## src/rtl/assert_macros.svh

```systemverilog
// Assertion macros used by the top-level RTL file
`ifndef ASSERT_MACROS_SVH
`define ASSERT_MACROS_SVH
`ifndef NO_ASSERTIONS
`define ASSERT_HOLDS(label, prop, msg) \
    label: assert property (@(posedge clk) disable iff (!rst_n) prop) else $error(msg);
`define ASSERT_NEVER(label, expr, msg) \
    label: assert property (@(posedge clk) disable iff (!rst_n) !(expr)) else $error(msg);
`else
`define ASSERT_HOLDS(label, prop, msg)
`define ASSERT_NEVER(label, expr, msg)
`endif
`endif

```

## src/rtl/uer_pkg.sv

```systemverilog
// Types and constants of the ultrasonic echo ranger
`default_nettype none
package uer_pkg;

    localparam int SENSORS      = 3;
    localparam int CH_BITS      = 2;
    localparam int STAMP_BITS   = 16;
    localparam int TIMEOUT_BITS = 8;
    localparam int TICK_BITS    = 16;
    localparam int NSCM_BITS    = 20;
    localparam int DIST_BITS    = 16;
    localparam int CFG_BITS     = 20;
    localparam int CFG_IDX_BITS = 2;
    localparam int WIDTH_BITS   = STAMP_BITS + 1;
    localparam int PROD_BITS    = WIDTH_BITS + TICK_BITS;
    localparam int DIV_CNT_BITS = $clog2(PROD_BITS + 1);
    localparam int QDEPTH       = 2;
    localparam int QPTR_BITS    = 1;
    localparam int QCNT_BITS    = 2;

    localparam logic ACT_EDGE = 1'b0;
    localparam logic ACT_TICK = 1'b1;

    localparam logic KIND_TRIGGER = 1'b0;
    localparam logic KIND_RANGE   = 1'b1;

    localparam logic [CFG_IDX_BITS-1:0] CFG_ECHO_TIMEOUT = 2'd0;
    localparam logic [CFG_IDX_BITS-1:0] CFG_COUNTER_WRAP = 2'd1;
    localparam logic [CFG_IDX_BITS-1:0] CFG_TICK_NS      = 2'd2;
    localparam logic [CFG_IDX_BITS-1:0] CFG_NS_PER_CM    = 2'd3;

    localparam logic [TIMEOUT_BITS-1:0] RST_ECHO_TIMEOUT = 8'd20;
    localparam logic [STAMP_BITS-1:0]   RST_COUNTER_WRAP = 16'hBFFF;
    localparam logic [TICK_BITS-1:0]    RST_TICK_NS      = 16'd2667;
    localparam logic [NSCM_BITS-1:0]    RST_NS_PER_CM    = 20'd58000;

    typedef struct packed {
        logic                  action;
        logic [CH_BITS-1:0]    channel;
        logic [STAMP_BITS-1:0] stamp;
    } cmd_t;

    typedef struct packed {
        logic [CH_BITS-1:0]   sensor;
        logic                 kind;
        logic [DIST_BITS-1:0] distance_cm;
        logic                 last;
    } res_t;

    typedef struct packed {
        logic [SENSORS-1:0]                 trig;
        logic [SENSORS-1:0]                 meas;
        logic [SENSORS-1:0][WIDTH_BITS-1:0] pulse_width;
    } job_t;

endpackage
`default_nettype wire

```

## src/rtl/uer_queue.sv

```systemverilog
// Two-entry queue of tick jobs between front and back
`default_nettype none
module uer_queue (
    input  wire logic          clk,
    input  wire logic          rst_n,
    input  wire logic          push,
    input  wire uer_pkg::job_t push_job,
    output logic               full,
    input  wire logic          pop,
    output logic               avail,
    output uer_pkg::job_t      pop_job
);

    uer_pkg::job_t                      mem_reg [uer_pkg::QDEPTH];
    logic [uer_pkg::QPTR_BITS-1:0]      wr_ptr_reg, wr_ptr_next;
    logic [uer_pkg::QPTR_BITS-1:0]      rd_ptr_reg, rd_ptr_next;
    logic [uer_pkg::QCNT_BITS-1:0]      count_reg, count_next;
    logic                               do_push, do_pop;

    assign full    = (count_reg == uer_pkg::QCNT_BITS'(uer_pkg::QDEPTH));
    assign avail   = (count_reg != '0);
    assign pop_job = mem_reg[rd_ptr_reg];
    assign do_push = push && !full;
    assign do_pop  = pop && avail;

    always_comb
    begin
        wr_ptr_next = wr_ptr_reg;
        rd_ptr_next = rd_ptr_reg;
        count_next  = count_reg;
        if (do_push)
        begin
            wr_ptr_next = wr_ptr_reg + 1'b1;
        end
        if (do_pop)
        begin
            rd_ptr_next = rd_ptr_reg + 1'b1;
        end
        if (do_push && !do_pop)
        begin
            count_next = count_reg + 1'b1;
        end
        else if (!do_push && do_pop)
        begin
            count_next = count_reg - 1'b1;
        end
    end

    always_ff @(posedge clk or negedge rst_n)
    begin
        if (!rst_n)
        begin
            wr_ptr_reg <= '0;
            rd_ptr_reg <= '0;
            count_reg  <= '0;
        end
        else
        begin
            wr_ptr_reg <= wr_ptr_next;
            rd_ptr_reg <= rd_ptr_next;
            count_reg  <= count_next;
        end
    end

    always_ff @(posedge clk)
    begin
        if (do_push)
        begin
            mem_reg[wr_ptr_reg] <= push_job;
        end
    end

endmodule
`default_nettype wire

```

## src/rtl/uer_front.sv

```systemverilog
// Front end: channel state, edge capture and tick classification
`default_nettype none
module uer_front (
    input  wire logic                                clk,
    input  wire logic                                rst_n,
    input  wire logic                                cmd_valid,
    output logic                                     cmd_ready,
    input  wire uer_pkg::cmd_t                       cmd,
    input  wire logic [uer_pkg::TIMEOUT_BITS-1:0]    echo_timeout,
    input  wire logic [uer_pkg::STAMP_BITS-1:0]      counter_wrap,
    input  wire logic                                queue_full,
    output logic                                     job_push,
    output uer_pkg::job_t                            job
);

    logic [uer_pkg::STAMP_BITS-1:0]   rise_reg  [uer_pkg::SENSORS];
    logic [uer_pkg::STAMP_BITS-1:0]   rise_next [uer_pkg::SENSORS];
    logic [uer_pkg::STAMP_BITS-1:0]   fall_reg  [uer_pkg::SENSORS];
    logic [uer_pkg::STAMP_BITS-1:0]   fall_next [uer_pkg::SENSORS];
    logic [uer_pkg::TIMEOUT_BITS-1:0] wait_reg  [uer_pkg::SENSORS];
    logic [uer_pkg::TIMEOUT_BITS-1:0] wait_next [uer_pkg::SENSORS];
    logic [uer_pkg::SENSORS-1:0]      expect_rise_reg, expect_rise_next;
    logic [uer_pkg::SENSORS-1:0]      pending_reg, pending_next;
    logic [uer_pkg::SENSORS-1:0]      waiting_reg, waiting_next;
    logic [uer_pkg::WIDTH_BITS:0]     wrapped [uer_pkg::SENSORS];
    logic                             accept;

    assign cmd_ready = !queue_full;
    assign accept    = cmd_valid && cmd_ready;

    always_comb
    begin
        for (int i = 0; i < uer_pkg::SENSORS; i++)
        begin
            rise_next[i] = rise_reg[i];
            fall_next[i] = fall_reg[i];
            wait_next[i] = wait_reg[i];
            wrapped[i]   = {2'b00, counter_wrap} - {2'b00, rise_reg[i]} + {2'b00, fall_reg[i]};
        end
        expect_rise_next = expect_rise_reg;
        pending_next     = pending_reg;
        waiting_next     = waiting_reg;
        job_push         = 1'b0;
        job.trig         = '0;
        job.meas         = '0;
        for (int i = 0; i < uer_pkg::SENSORS; i++)
        begin
            if (fall_reg[i] > rise_reg[i])
            begin
                job.pulse_width[i] = {1'b0, fall_reg[i] - rise_reg[i]};
            end
            else if (wrapped[i][uer_pkg::WIDTH_BITS])
            begin
                job.pulse_width[i] = '0;
            end
            else
            begin
                job.pulse_width[i] = wrapped[i][uer_pkg::WIDTH_BITS-1:0];
            end
        end
        if (accept)
        begin
            if (cmd.action == uer_pkg::ACT_EDGE)
            begin
                if (int'(cmd.channel) < uer_pkg::SENSORS)
                begin
                    if (expect_rise_reg[cmd.channel])
                    begin
                        rise_next[cmd.channel]        = cmd.stamp;
                        expect_rise_next[cmd.channel] = 1'b0;
                    end
                    else
                    begin
                        fall_next[cmd.channel]        = cmd.stamp;
                        expect_rise_next[cmd.channel] = 1'b1;
                        pending_next[cmd.channel]     = 1'b1;
                    end
                end
            end
            else
            begin
                for (int i = 0; i < uer_pkg::SENSORS; i++)
                begin
                    if (!waiting_reg[i] || wait_reg[i] == echo_timeout)
                    begin
                        job.trig[i]         = 1'b1;
                        waiting_next[i]     = 1'b1;
                        expect_rise_next[i] = 1'b1;
                        wait_next[i]        = '0;
                    end
                    else if (pending_reg[i])
                    begin
                        job.meas[i]     = 1'b1;
                        pending_next[i] = 1'b0;
                        waiting_next[i] = 1'b0;
                    end
                    else
                    begin
                        wait_next[i] = wait_reg[i] + 1'b1;
                    end
                end
                job_push = ((job.trig | job.meas) != '0);
            end
        end
    end

    always_ff @(posedge clk or negedge rst_n)
    begin
        if (!rst_n)
        begin
            for (int i = 0; i < uer_pkg::SENSORS; i++)
            begin
                rise_reg[i] <= '0;
                fall_reg[i] <= '0;
                wait_reg[i] <= '0;
            end
            expect_rise_reg <= '1;
            pending_reg     <= '0;
            waiting_reg     <= '0;
        end
        else
        begin
            for (int i = 0; i < uer_pkg::SENSORS; i++)
            begin
                rise_reg[i] <= rise_next[i];
                fall_reg[i] <= fall_next[i];
                wait_reg[i] <= wait_next[i];
            end
            expect_rise_reg <= expect_rise_next;
            pending_reg     <= pending_next;
            waiting_reg     <= waiting_next;
        end
    end

endmodule
`default_nettype wire

```

## src/rtl/uer_div.sv

```systemverilog
// Restoring divider, one quotient bit per cycle
`default_nettype none
module uer_div (
    input  wire logic                             clk,
    input  wire logic                             rst_n,
    input  wire logic                             start,
    input  wire logic [uer_pkg::PROD_BITS-1:0]    dividend,
    input  wire logic [uer_pkg::NSCM_BITS-1:0]    divisor,
    output logic                                  done,
    output logic [uer_pkg::PROD_BITS-1:0]         quotient
);

    logic [uer_pkg::PROD_BITS-1:0]    quo_reg, quo_next;
    logic [uer_pkg::NSCM_BITS-1:0]    rem_reg, rem_next;
    logic [uer_pkg::DIV_CNT_BITS-1:0] count_reg, count_next;
    logic                             busy_reg, busy_next;
    logic                             done_reg, done_next;
    logic [uer_pkg::NSCM_BITS:0]      rem_shift;
    logic [uer_pkg::NSCM_BITS:0]      rem_diff;
    logic                             fits;

    assign rem_shift = {rem_reg, quo_reg[uer_pkg::PROD_BITS-1]};
    assign rem_diff  = rem_shift - {1'b0, divisor};
    assign fits      = (rem_shift >= {1'b0, divisor});
    assign done      = done_reg;
    assign quotient  = quo_reg;

    always_comb
    begin
        quo_next   = quo_reg;
        rem_next   = rem_reg;
        count_next = count_reg;
        busy_next  = busy_reg;
        done_next  = 1'b0;
        if (start)
        begin
            quo_next   = dividend;
            rem_next   = '0;
            count_next = uer_pkg::DIV_CNT_BITS'(uer_pkg::PROD_BITS);
            busy_next  = 1'b1;
        end
        else if (busy_reg)
        begin
            quo_next   = {quo_reg[uer_pkg::PROD_BITS-2:0], fits};
            rem_next   = fits ? rem_diff[uer_pkg::NSCM_BITS-1:0]
                              : rem_shift[uer_pkg::NSCM_BITS-1:0];
            count_next = count_reg - 1'b1;
            if (count_reg == uer_pkg::DIV_CNT_BITS'(1))
            begin
                busy_next = 1'b0;
                done_next = 1'b1;
            end
        end
    end

    always_ff @(posedge clk or negedge rst_n)
    begin
        if (!rst_n)
        begin
            count_reg <= '0;
            busy_reg  <= 1'b0;
            done_reg  <= 1'b0;
        end
        else
        begin
            count_reg <= count_next;
            busy_reg  <= busy_next;
            done_reg  <= done_next;
        end
    end

    always_ff @(posedge clk)
    begin
        quo_reg <= quo_next;
        rem_reg <= rem_next;
    end

endmodule
`default_nettype wire

```

## src/rtl/uer_back.sv

```systemverilog
// Back end: walks a tick job per channel and issues result items
`default_nettype none
module uer_back (
    input  wire logic                             clk,
    input  wire logic                             rst_n,
    input  wire logic                             job_avail,
    input  wire uer_pkg::job_t                    job,
    output logic                                  job_pop,
    input  wire logic [uer_pkg::TICK_BITS-1:0]    tick_ns,
    input  wire logic [uer_pkg::NSCM_BITS-1:0]    ns_per_cm,
    output logic                                  res_valid,
    input  wire logic                             res_ready,
    output uer_pkg::res_t                         res,
    output logic                                  busy
);

    localparam logic [2:0] S_IDLE = 3'd0;
    localparam logic [2:0] S_SCAN = 3'd1;
    localparam logic [2:0] S_MUL  = 3'd2;
    localparam logic [2:0] S_DIV  = 3'd3;
    localparam logic [2:0] S_OUT  = 3'd4;

    logic [2:0]                                state_reg, state_next;
    logic [uer_pkg::CH_BITS-1:0]               ch_reg, ch_next;
    logic [uer_pkg::SENSORS-1:0]               trig_reg, trig_next;
    logic [uer_pkg::SENSORS-1:0]               dist_reg, dist_next;
    logic [uer_pkg::SENSORS-1:0][uer_pkg::WIDTH_BITS-1:0] width_reg, width_next;
    logic [uer_pkg::PROD_BITS-1:0]             prod_reg, prod_next;
    logic                                      out_valid_reg, out_valid_next;
    uer_pkg::res_t                             out_reg, out_next;
    logic [uer_pkg::SENSORS-1:0]               ch_bit;
    logic [uer_pkg::SENSORS-1:0]               rest_mask;
    logic                                      div_start;
    logic                                      div_done;
    logic [uer_pkg::PROD_BITS-1:0]             div_quo;
    logic [uer_pkg::DIST_BITS-1:0]             dist_sat;

    uer_div u_div (
        .clk      (clk),
        .rst_n    (rst_n),
        .start    (div_start),
        .dividend (prod_reg),
        .divisor  (ns_per_cm),
        .done     (div_done),
        .quotient (div_quo)
    );

    assign res_valid = out_valid_reg;
    assign res       = out_reg;
    assign busy      = (state_reg != S_IDLE);
    assign div_start = (state_reg == S_MUL);
    assign ch_bit    = uer_pkg::SENSORS'(1) << ch_reg;
    assign rest_mask = (trig_reg | dist_reg) & ~ch_bit;
    assign dist_sat  = (div_quo[uer_pkg::PROD_BITS-1:uer_pkg::DIST_BITS] != '0)
                       ? '1 : div_quo[uer_pkg::DIST_BITS-1:0];

    always_comb
    begin
        state_next     = state_reg;
        ch_next        = ch_reg;
        trig_next      = trig_reg;
        dist_next      = dist_reg;
        width_next     = width_reg;
        prod_next      = prod_reg;
        out_valid_next = out_valid_reg;
        out_next       = out_reg;
        job_pop        = 1'b0;
        case (state_reg)
            S_IDLE:
            begin
                if (job_avail)
                begin
                    job_pop    = 1'b1;
                    trig_next  = job.trig;
                    dist_next  = job.meas;
                    width_next = job.pulse_width;
                    ch_next    = '0;
                    state_next = S_SCAN;
                end
            end
            S_SCAN:
            begin
                if (trig_reg[ch_reg])
                begin
                    out_next.sensor      = ch_reg;
                    out_next.kind        = uer_pkg::KIND_TRIGGER;
                    out_next.distance_cm = '0;
                    out_next.last        = (rest_mask == '0);
                    out_valid_next       = 1'b1;
                    state_next           = S_OUT;
                end
                else if (dist_reg[ch_reg])
                begin
                    prod_next  = uer_pkg::PROD_BITS'(width_reg[ch_reg])
                                 * uer_pkg::PROD_BITS'(tick_ns);
                    state_next = S_MUL;
                end
                else
                begin
                    ch_next = ch_reg + 1'b1;
                end
            end
            S_MUL:
            begin
                state_next = S_DIV;
            end
            S_DIV:
            begin
                if (div_done)
                begin
                    out_next.sensor      = ch_reg;
                    out_next.kind        = uer_pkg::KIND_RANGE;
                    out_next.distance_cm = dist_sat;
                    out_next.last        = (rest_mask == '0);
                    out_valid_next       = 1'b1;
                    state_next           = S_OUT;
                end
            end
            S_OUT:
            begin
                if (res_ready)
                begin
                    out_valid_next = 1'b0;
                    trig_next      = trig_reg & ~ch_bit;
                    dist_next      = dist_reg & ~ch_bit;
                    ch_next        = ch_reg + 1'b1;
                    state_next     = (rest_mask == '0) ? S_IDLE : S_SCAN;
                end
            end
            default:
            begin
                state_next     = S_IDLE;
                out_valid_next = 1'b0;
            end
        endcase
    end

    always_ff @(posedge clk or negedge rst_n)
    begin
        if (!rst_n)
        begin
            state_reg     <= S_IDLE;
            ch_reg        <= '0;
            trig_reg      <= '0;
            dist_reg      <= '0;
            out_valid_reg <= 1'b0;
        end
        else
        begin
            state_reg     <= state_next;
            ch_reg        <= ch_next;
            trig_reg      <= trig_next;
            dist_reg      <= dist_next;
            out_valid_reg <= out_valid_next;
        end
    end

    always_ff @(posedge clk)
    begin
        width_reg <= width_next;
        prod_reg  <= prod_next;
        out_reg   <= out_next;
    end

endmodule
`default_nettype wire

```

## src/rtl/ultrasonic_echo_ranger.sv

```systemverilog
// Top level of the three-channel ultrasonic echo ranger
//
//  channel  signals                          item
//  cmd      cmd_valid / cmd_ready / cmd      echo edge or period tick
//  res      res_valid / res_ready / res      trigger request or distance
//  cfg      cfg_we / cfg_index / cfg_data    register write, no handshake
//
//  An edge updates the channel state in the front end; a tick is classified there and queued.
//  The back end walks a job channel by channel: a trigger is issued directly, a
//  distance runs a 33-step restoring divider; each result waits on res_ready.
//  The two-entry job queue lets the front end keep taking items while the
//  back end stalls; cmd_ready drops only when the queue is full.
//  Reset is asynchronous; all channels start untriggered and expecting a rise.
`default_nettype none
`include "assert_macros.svh"
module ultrasonic_echo_ranger (
    input  wire logic                               clk,
    input  wire logic                               rst_n,
    input  wire logic                               cmd_valid,
    output logic                                    cmd_ready,
    input  wire uer_pkg::cmd_t                      cmd,
    output logic                                    res_valid,
    input  wire logic                               res_ready,
    output uer_pkg::res_t                           res,
    input  wire logic                               cfg_we,
    input  wire logic [uer_pkg::CFG_IDX_BITS-1:0]   cfg_index,
    input  wire logic [uer_pkg::CFG_BITS-1:0]       cfg_data
);

    logic [uer_pkg::TIMEOUT_BITS-1:0] timeout_reg;
    logic [uer_pkg::STAMP_BITS-1:0]   wrap_reg;
    logic [uer_pkg::TICK_BITS-1:0]    tick_reg;
    logic [uer_pkg::NSCM_BITS-1:0]    nscm_reg;
    logic                             queue_full;
    logic                             job_push;
    uer_pkg::job_t                    push_job;
    logic                             job_avail;
    logic                             job_pop;
    uer_pkg::job_t                    pop_job;
    logic                             back_busy;

    always_ff @(posedge clk or negedge rst_n)
    begin
        if (!rst_n)
        begin
            timeout_reg <= uer_pkg::RST_ECHO_TIMEOUT;
            wrap_reg    <= uer_pkg::RST_COUNTER_WRAP;
            tick_reg    <= uer_pkg::RST_TICK_NS;
            nscm_reg    <= uer_pkg::RST_NS_PER_CM;
        end
        else if (cfg_we)
        begin
            case (cfg_index)
                uer_pkg::CFG_ECHO_TIMEOUT: timeout_reg <= cfg_data[uer_pkg::TIMEOUT_BITS-1:0];
                uer_pkg::CFG_COUNTER_WRAP: wrap_reg    <= cfg_data[uer_pkg::STAMP_BITS-1:0];
                uer_pkg::CFG_TICK_NS:      tick_reg    <= cfg_data[uer_pkg::TICK_BITS-1:0];
                uer_pkg::CFG_NS_PER_CM:    nscm_reg    <= cfg_data[uer_pkg::NSCM_BITS-1:0];
                default:                   nscm_reg    <= nscm_reg;
            endcase
        end
    end

    uer_front u_front (
        .clk          (clk),
        .rst_n        (rst_n),
        .cmd_valid    (cmd_valid),
        .cmd_ready    (cmd_ready),
        .cmd          (cmd),
        .echo_timeout (timeout_reg),
        .counter_wrap (wrap_reg),
        .queue_full   (queue_full),
        .job_push     (job_push),
        .job          (push_job)
    );

    uer_queue u_queue (
        .clk      (clk),
        .rst_n    (rst_n),
        .push     (job_push),
        .push_job (push_job),
        .full     (queue_full),
        .pop      (job_pop),
        .avail    (job_avail),
        .pop_job  (pop_job)
    );

    uer_back u_back (
        .clk       (clk),
        .rst_n     (rst_n),
        .job_avail (job_avail),
        .job       (pop_job),
        .job_pop   (job_pop),
        .tick_ns   (tick_reg),
        .ns_per_cm (nscm_reg),
        .res_valid (res_valid),
        .res_ready (res_ready),
        .res       (res),
        .busy      (back_busy)
    );

    `ASSERT_HOLDS(a_job_not_empty, job_push |-> ((push_job.trig | push_job.meas) != '0), "empty job queued")
    `ASSERT_NEVER(a_job_disjoint, job_push && ((push_job.trig & push_job.meas) != '0), "channel both triggers and ranges")
    `ASSERT_HOLDS(a_trigger_zero, (res_valid && res.kind == uer_pkg::KIND_TRIGGER) |-> (res.distance_cm == '0), "trigger with distance")
    `ASSERT_HOLDS(a_result_busy, res_valid |-> back_busy, "result outside a job")

endmodule
`default_nettype wire

```

## config.mk

```make
export PLATFORM = sky130hd
export DESIGN_NAME = ultrasonic_echo_ranger
export DESIGN_NICKNAME = d
export VERILOG_FILES = /design/src/rtl/uer_pkg.sv /design/src/rtl/uer_queue.sv /design/src/rtl/uer_front.sv /design/src/rtl/uer_div.sv /design/src/rtl/uer_back.sv /design/src/rtl/ultrasonic_echo_ranger.sv
export VERILOG_INCLUDE_DIRS = /design/src /design/src/rtl
export SDC_FILE = /design/constraint.sdc
export NUM_CORES = 2
export LEC_CHECK = 0
export ABC_AREA = 1
export BUFFER_PORTS_ARGS = -buffer_cell sky130_fd_sc_hd__buf_2
export CAP_MARGIN = 5
export CELL_PAD_IN_SITES_DETAIL_PLACEMENT = 1
export CELL_PAD_IN_SITES_GLOBAL_PLACEMENT = 1
export CORE_MARGIN = 1
export CORE_UTILIZATION = 35
export CTS_CLUSTER_SIZE = 30
export DETAILED_ROUTE_END_ITERATION = 10
export PLACE_DENSITY = 0.58
export SYNTH_ARGS = -nofsm -noshare
export SYNTH_HDL_FRONTEND = slang
export SYNTH_SLANG_ARGS = --single-unit
```

## constraint.sdc

```tcl
create_clock -name clk -period 7.1 [get_ports clk]
set_input_delay 0.71 -clock clk [delete_from_list [all_inputs] [get_ports clk]]
set_output_delay 0.71 -clock clk [all_outputs]
set_load 0.01 [all_outputs]
```

Word-level counts from Yosys, hierarchy flattened
Memories as Yosys holds them, arrays and structs flattened.
Cells that the tools add are included.
{"block": "totals", "register_bits": 370, "ramBits": 114, "input_bits": 46, "mem_count": 1}
{"block": "classes", "addsub": 19, "mul": 1, "order_cmp": 10, "eq_ne": 29, "shift": 1, "muxes": 112, "bitwise_logic": 15, "n_reduce_logical": 57}
{"memory": "u_queue.mem_reg", "depth": 2, "word_bits": 57, "read_ports": 1, "rd_clocked_by_memory_dff": 0, "write_ports": 1, "line_no": "uer_queue.sv:14", "text": "uer_pkg::job_t mem_reg [uer_pkg::QDEPTH];"}
{"operator": "$mux 17", "n": 7}
{"operator": "$bwmux 48", "n": 2}
{"operator": "$mux 33", "n": 2}
{"operator": "$mux 20", "n": 3}
{"operator": "$add 18x16->18", "n": 3}
{"operator": "$mux 1", "n": 53}
{"operator": "$sub 16x16->17", "n": 3}
{"operator": "$gt 16x16->1", "n": 3}
{"operator": "$mux 8", "n": 6}
{"operator": "$sub 16x16->16", "n": 3}
{"operator": "$mux 3", "n": 15}
{"operator": "$pmux 20 s2", "n": 1}
{"operator": "$reduce_and 3->1", "n": 12}
{"operator": "$bmux 17 s2", "n": 1}
{"operator": "$mul 17x16->33", "n": 1}
{"operator": "$demux 16 s2", "n": 1}
{"operator": "$mux 16", "n": 2}
{"operator": "$reduce_and 4->1", "n": 7}
{"operator": "$add 8x1->8 const B", "n": 3}
{"operator": "$eq 8x8->1", "n": 3}
{"operator": "$mux 6", "n": 4}
{"operator": "$ne 2x2->1 const B", "n": 12}
{"operator": "$ge 21x20->1", "n": 1}
{"operator": "$sub 20x20->20", "n": 1}
{"operator": "41 further kinds", "n": 95}

Logic depth before layout (Yosys ltp)
{"block": "depth", "depth_word": 14, "mapped_depth": 31, "mapped_depth_nobuf": 29}

Modules after synthesis
From an unflattened synthesis, not the netlist that was laid out.
{"block": "hier_totals", "hier_cells": 4961, "hier_area_um2": 39191.3}
{"module": "uer_back", "instances": 1, "cells_per_inst": 1659, "area_per_inst_um2": 14189.9, "seq_area_each_um2": 3423.3}
{"module": "uer_front", "instances": 1, "cells_per_inst": 2104, "area_per_inst_um2": 13824.5, "seq_area_each_um2": 3231.8}
{"module": "uer_queue", "instances": 1, "cells_per_inst": 330, "area_per_inst_um2": 4385.5, "seq_area_each_um2": 3523.4}
{"module": "uer_div", "instances": 1, "cells_per_inst": 600, "area_per_inst_um2": 4192.8, "seq_area_each_um2": 1591.5}
{"module": "ultrasonic_echo_ranger", "instances": 1, "cells_per_inst": 268, "area_per_inst_um2": 2598.7, "seq_area_each_um2": 1539.0}

Worst setup path after synthesis
Ideal clock, no wire load.
{"block": "synth_timing", "path_kind": "reg2reg", "from": "register u_back.ch_reg[0] (netlist name)", "to": "register u_back.prod_reg[32] (netlist name), data pin", "setup_ps": 253, "arrival_time_ps": 5871, "setup_slack_ps": 976, "path_stages_with_launch": 25, "path_buffers": 3, "synth_period_minus_slack_ps": 6124, "cell_sequence": "dfrtp_1 -> buf_2 -> inv_1 -> nand2_2 -> buf_2 -> o21ai_0 -> buf_2 -> nand2_1 -> fa_1 -> fa_1 -> fa_1 -> fa_1 -> inv_1 -> fa_1 -> inv_1 -> fa_1 -> inv_1 -> ha_1 -> nand2_1 -> nor2_1 -> nand2_1 -> o21ai_0 -> nand3_1 -> nand3b_1 -> nand2_1"}
{"block": "synth_via", "elab_chain_cells": 3}
{"item": "from (decl)", "line_no": "uer_back.sv:24", "text": "logic [uer_pkg::CH_BITS-1:0] ch_reg, ch_next;"}
{"item": "from (signal assigned)", "line_no": "uer_back.sv:151", "text": "ch_reg <= ch_next;"}
{"item": "$bmux 17 s2", "line_no": "uer_back.sv:94", "text": "prod_next = uer_pkg::PROD_BITS'(width_reg[ch_reg])"}
{"item": "$mux 17 (not written as such)", "line_no": "uer_back.sv:94"}
{"item": "$mul 17x16->33", "line_no": "uer_back.sv:95", "text": "* uer_pkg::PROD_BITS'(tick_ns);"}
{"item": "to (signal assigned)", "line_no": "uer_back.sv:161", "text": "prod_reg <= prod_next;"}
{"item": "to (decl)", "line_no": "uer_back.sv:28", "text": "logic [uer_pkg::PROD_BITS-1:0] prod_reg, prod_next;"}
No other way between the ends. The select of a mux whose other input is x is not followed.
A chain may end at the register's enable or synchronous reset.

Worst setup path in the final report
Same ends and word-level chain as after synthesis.

==> results.cfg <==
[yosys]
synth.area.mux_share_pct = 0
ys_seq_area_share_pct = 35.13
yosysTopAreaCell = edfxtp_1
synth_edf_count = 251
ys_ff_latch = 484
synth_top_family_by_area = simple AND/OR/NAND/NOR gates
synth_area_leaders = edfxtp_1 (20%), nand2_1 (14%), dfrtp_1 (12%)
synth_commonest_cells = nand2_1 (1432), inv_1 (729), nor2_1 (434)
synth_most_common_cell = nand2_1
synth_xor_area_share_pct = 3.652
synth_compound_area_share_pct = 8.563
synth_top_area_share_pct = 19.89
synth-adder-area-share_pct = 20.70
syn_area_um2 = 37890
synth_fp_nets = 5342
syn_inst = 4800
yosys.cell_types.count = 48
async_reset_ff_share_pct = 44.01
synth_warnings = 0
syn_area_per_cell_um2 = 7.894
synth-simple-area-share_pct = 23.26
ys.flop_type = edfxtp_1

[critical_path]
crit_path_max_incr_delay_ns = 0.55
reg2reg_from = u_back.ch_reg[0]$_DFFE_PN0P_
path_cells = buf_4 -> or2_2 -> a32oi_1 -> inv_1 -> buf_4 -> nand2_1 -> fa_1 -> fa_1 -> inv_1 -> fa_1 -> fa_1 -> fa_1 -> inv_1 -> fa_1 -> inv_1 -> ha_1 -> nand2_1 -> nor2_1 -> inv_1 -> nor2_1 -> nand3_1 -> nand3b_1 -> nand2_1
crit_type = reg -> reg
crit_fanout = 18
crit_slowest_cell = fa_1
cpMostUsedCell = fa_1
crit_start = u_back.ch_reg[0]$_DFFE_PN0P_
start_kind = register
crit_required_ns = 7.50
endpoint_kind = register
cp.arrival_ns = 7.13

[die]
rows = 120
initial_utilization_pct = 35.34
ios = 68
core_area_um2 = 107200
die_width_um = 331.0
die_height_um = 331.0
dieArea_um2 = 109600

[clock_network]
clkTransAtPathRegs_ns = 0.06
ctsResizeCount = 0
cts_root_buf = clkbuf_16
clock_latency_ns = 0.67
cts_buffers = 57
post-cts-setup-buffers = 0
htree_levels = 2
hold_buffers = 0
clock-sinks = 484
cts_tree = built
clockBufferDepth = 3

[grt]
grt_pass1_vias = 32340
grt_pass1_wl_um = 194700
antenna_found_initial = 2
grt_usage_pct = 23.30
grt_overflow = 0
grt_max_degree = 132

[detailed_routing]
drc = 0
first_pass_iters = 5
wire_per_inst_um = 19.99
drt_iter0_markers = 1544
vias = 31000
wirelength_um = 126400
routed_via_density = 4.901
ant_nets = 0

[cells_and_area]
largest_register_ffs = 114
fin_util_pct = 39.09
layout.cells.non_filler = 6325
final_net_count = 5415
drive_gt1_share_pct = 6.014
nFillCells = 13130
antenna_cells = 0
syn2layout_area_growth_pct = 10.59

[worst_hold_path]
hold_path_class = in -> async

[placed_design]
place_congestion = 0.8888
portBuffers = 67
dpl.hpwl_um = 102400
placed_cells = 6217

[sta]
period_minus_slack_ns = 6.724
fin_crit_sh_pct = 94.70
setup_tns_ns = 0
clock.fmax_mhz = 148.7
fin_skew_ns = 0.03317
rsz0062_at_grt = no
relSlewSlack_pct = 23.95
drv_slew = 0
finalSetupViolations = 0
hold_viol = 0
worst_pin_slew_ns = 1.141

[flow_run]
maxCapViolations = 0

[run_status]
outcome = finished, final reports clean
==> final cells by class <==
type / count / area (um2) / share of cell area (%)
clock buffers: 73 / 1526 / 3.643
multi-input cells: 3463 / 21320 / 50.87
repair buffers: 126 / 813.3 / 1.941
clock inverters: 35 / 399.1 / 0.9526
flip-flops and latches: 484 / 13310 / 31.77
well taps: 1403 / 1755 / 4.189
inverters: 741 / 2781 / 6.638
==> worst max-delay path: cells and delay by family, from the launching register on <==
kind | cells | cell delay [ns]
AOI/OAI and AO/OA | 1 | 0.32
adders and majority gates | 7 | 3.44
buffers and inverters | 7 | 0.85
and+or+nand+nor | 8 | 1.43
DFF | 1 | 0.42
==> metal layers <==
metal,track usage [%],up-vias,wire length (um)
met3,1.672,172,2437
met2,39.77,357,60100
met1,31.01,15090,59120
met4,8.337,0,4776
met5,0,-,0
li1,-,15380,-
==> worst paths after layout <==
check                                                        end  slack, ns  cells past startpoint
max                                u_back.prod_reg[32]$_DFFE_PP_       0.38                     23
min                                     nscm_reg[18]$_DFFE_PN0P_       0.04                      1
min reg2reg                u_back.u_div.rem_reg[12]$_SDFFE_PP0P_       0.47                      2
max in group asynchronous       u_front.rise_reg[45]$_DFFE_PN0P_       5.75                      2
min in group clk                        nscm_reg[16]$_DFFE_PN0P_       0.34                      3
max reg2reg                        u_back.prod_reg[32]$_DFFE_PP_       0.38                     23
==> cells in the final DEF, fill, tap and decap left out, types with 10 or more instances in the layout <==
cell       netlist  routed
buf_4           14      57
o21ai_1         13      14
edfxtp_1       251     251
dfrtp_1        180     179
nand3b_1        24      24
a21oi_1        216     216
xnor2_1         62      62
buf_2           35      66
o21ai_0        320     319
dfstp_2         33      33
clkbuf_1        53      12
dfxtp_1         20      20
nand4_1         33      33
a31oi_1         17      17
fa_1           218     218
xor2_1          96      96
nor3_1          23      22
clkinv_1         4      11
or2_2           10      10
nor2_1         434     430
ha_1           278     278
inv_2            8      10
clkbuf_16        0      57
o21bai_1        15      15
inv_1          729     727
nand3_1        204     203
nand2_1       1432    1432
==> kinds of logic (layout without fill, tap and decap cells) <==
kind of cell,Yosys count,in the layout
flip-flops,484,484
AO/OA/AOI/OAI,616,616
buffers and inverters,853,975
adder cells (fa/ha/maj),496,496
XOR/XNOR,158,158
AND/OR/NAND/NOR,2193,2193
==> through the flow <==
stage                     setup slack (ns)  hold WS (ns)  instance area, um2
after detailed placement            0.2975        0.4583               39970
after global placement              0.3162        0.4566               39970
final                               0.3764       0.03782               41900
after global routing               0.06822        0.1008               41900
after CTS                           0.2392       0.05595               41900
after floorplan                     0.9764        0.4144               37890
Power is left out: the tool's default activity adds up to more than one toggle a clock period on the data nets, which glitch-free logic cannot reach.
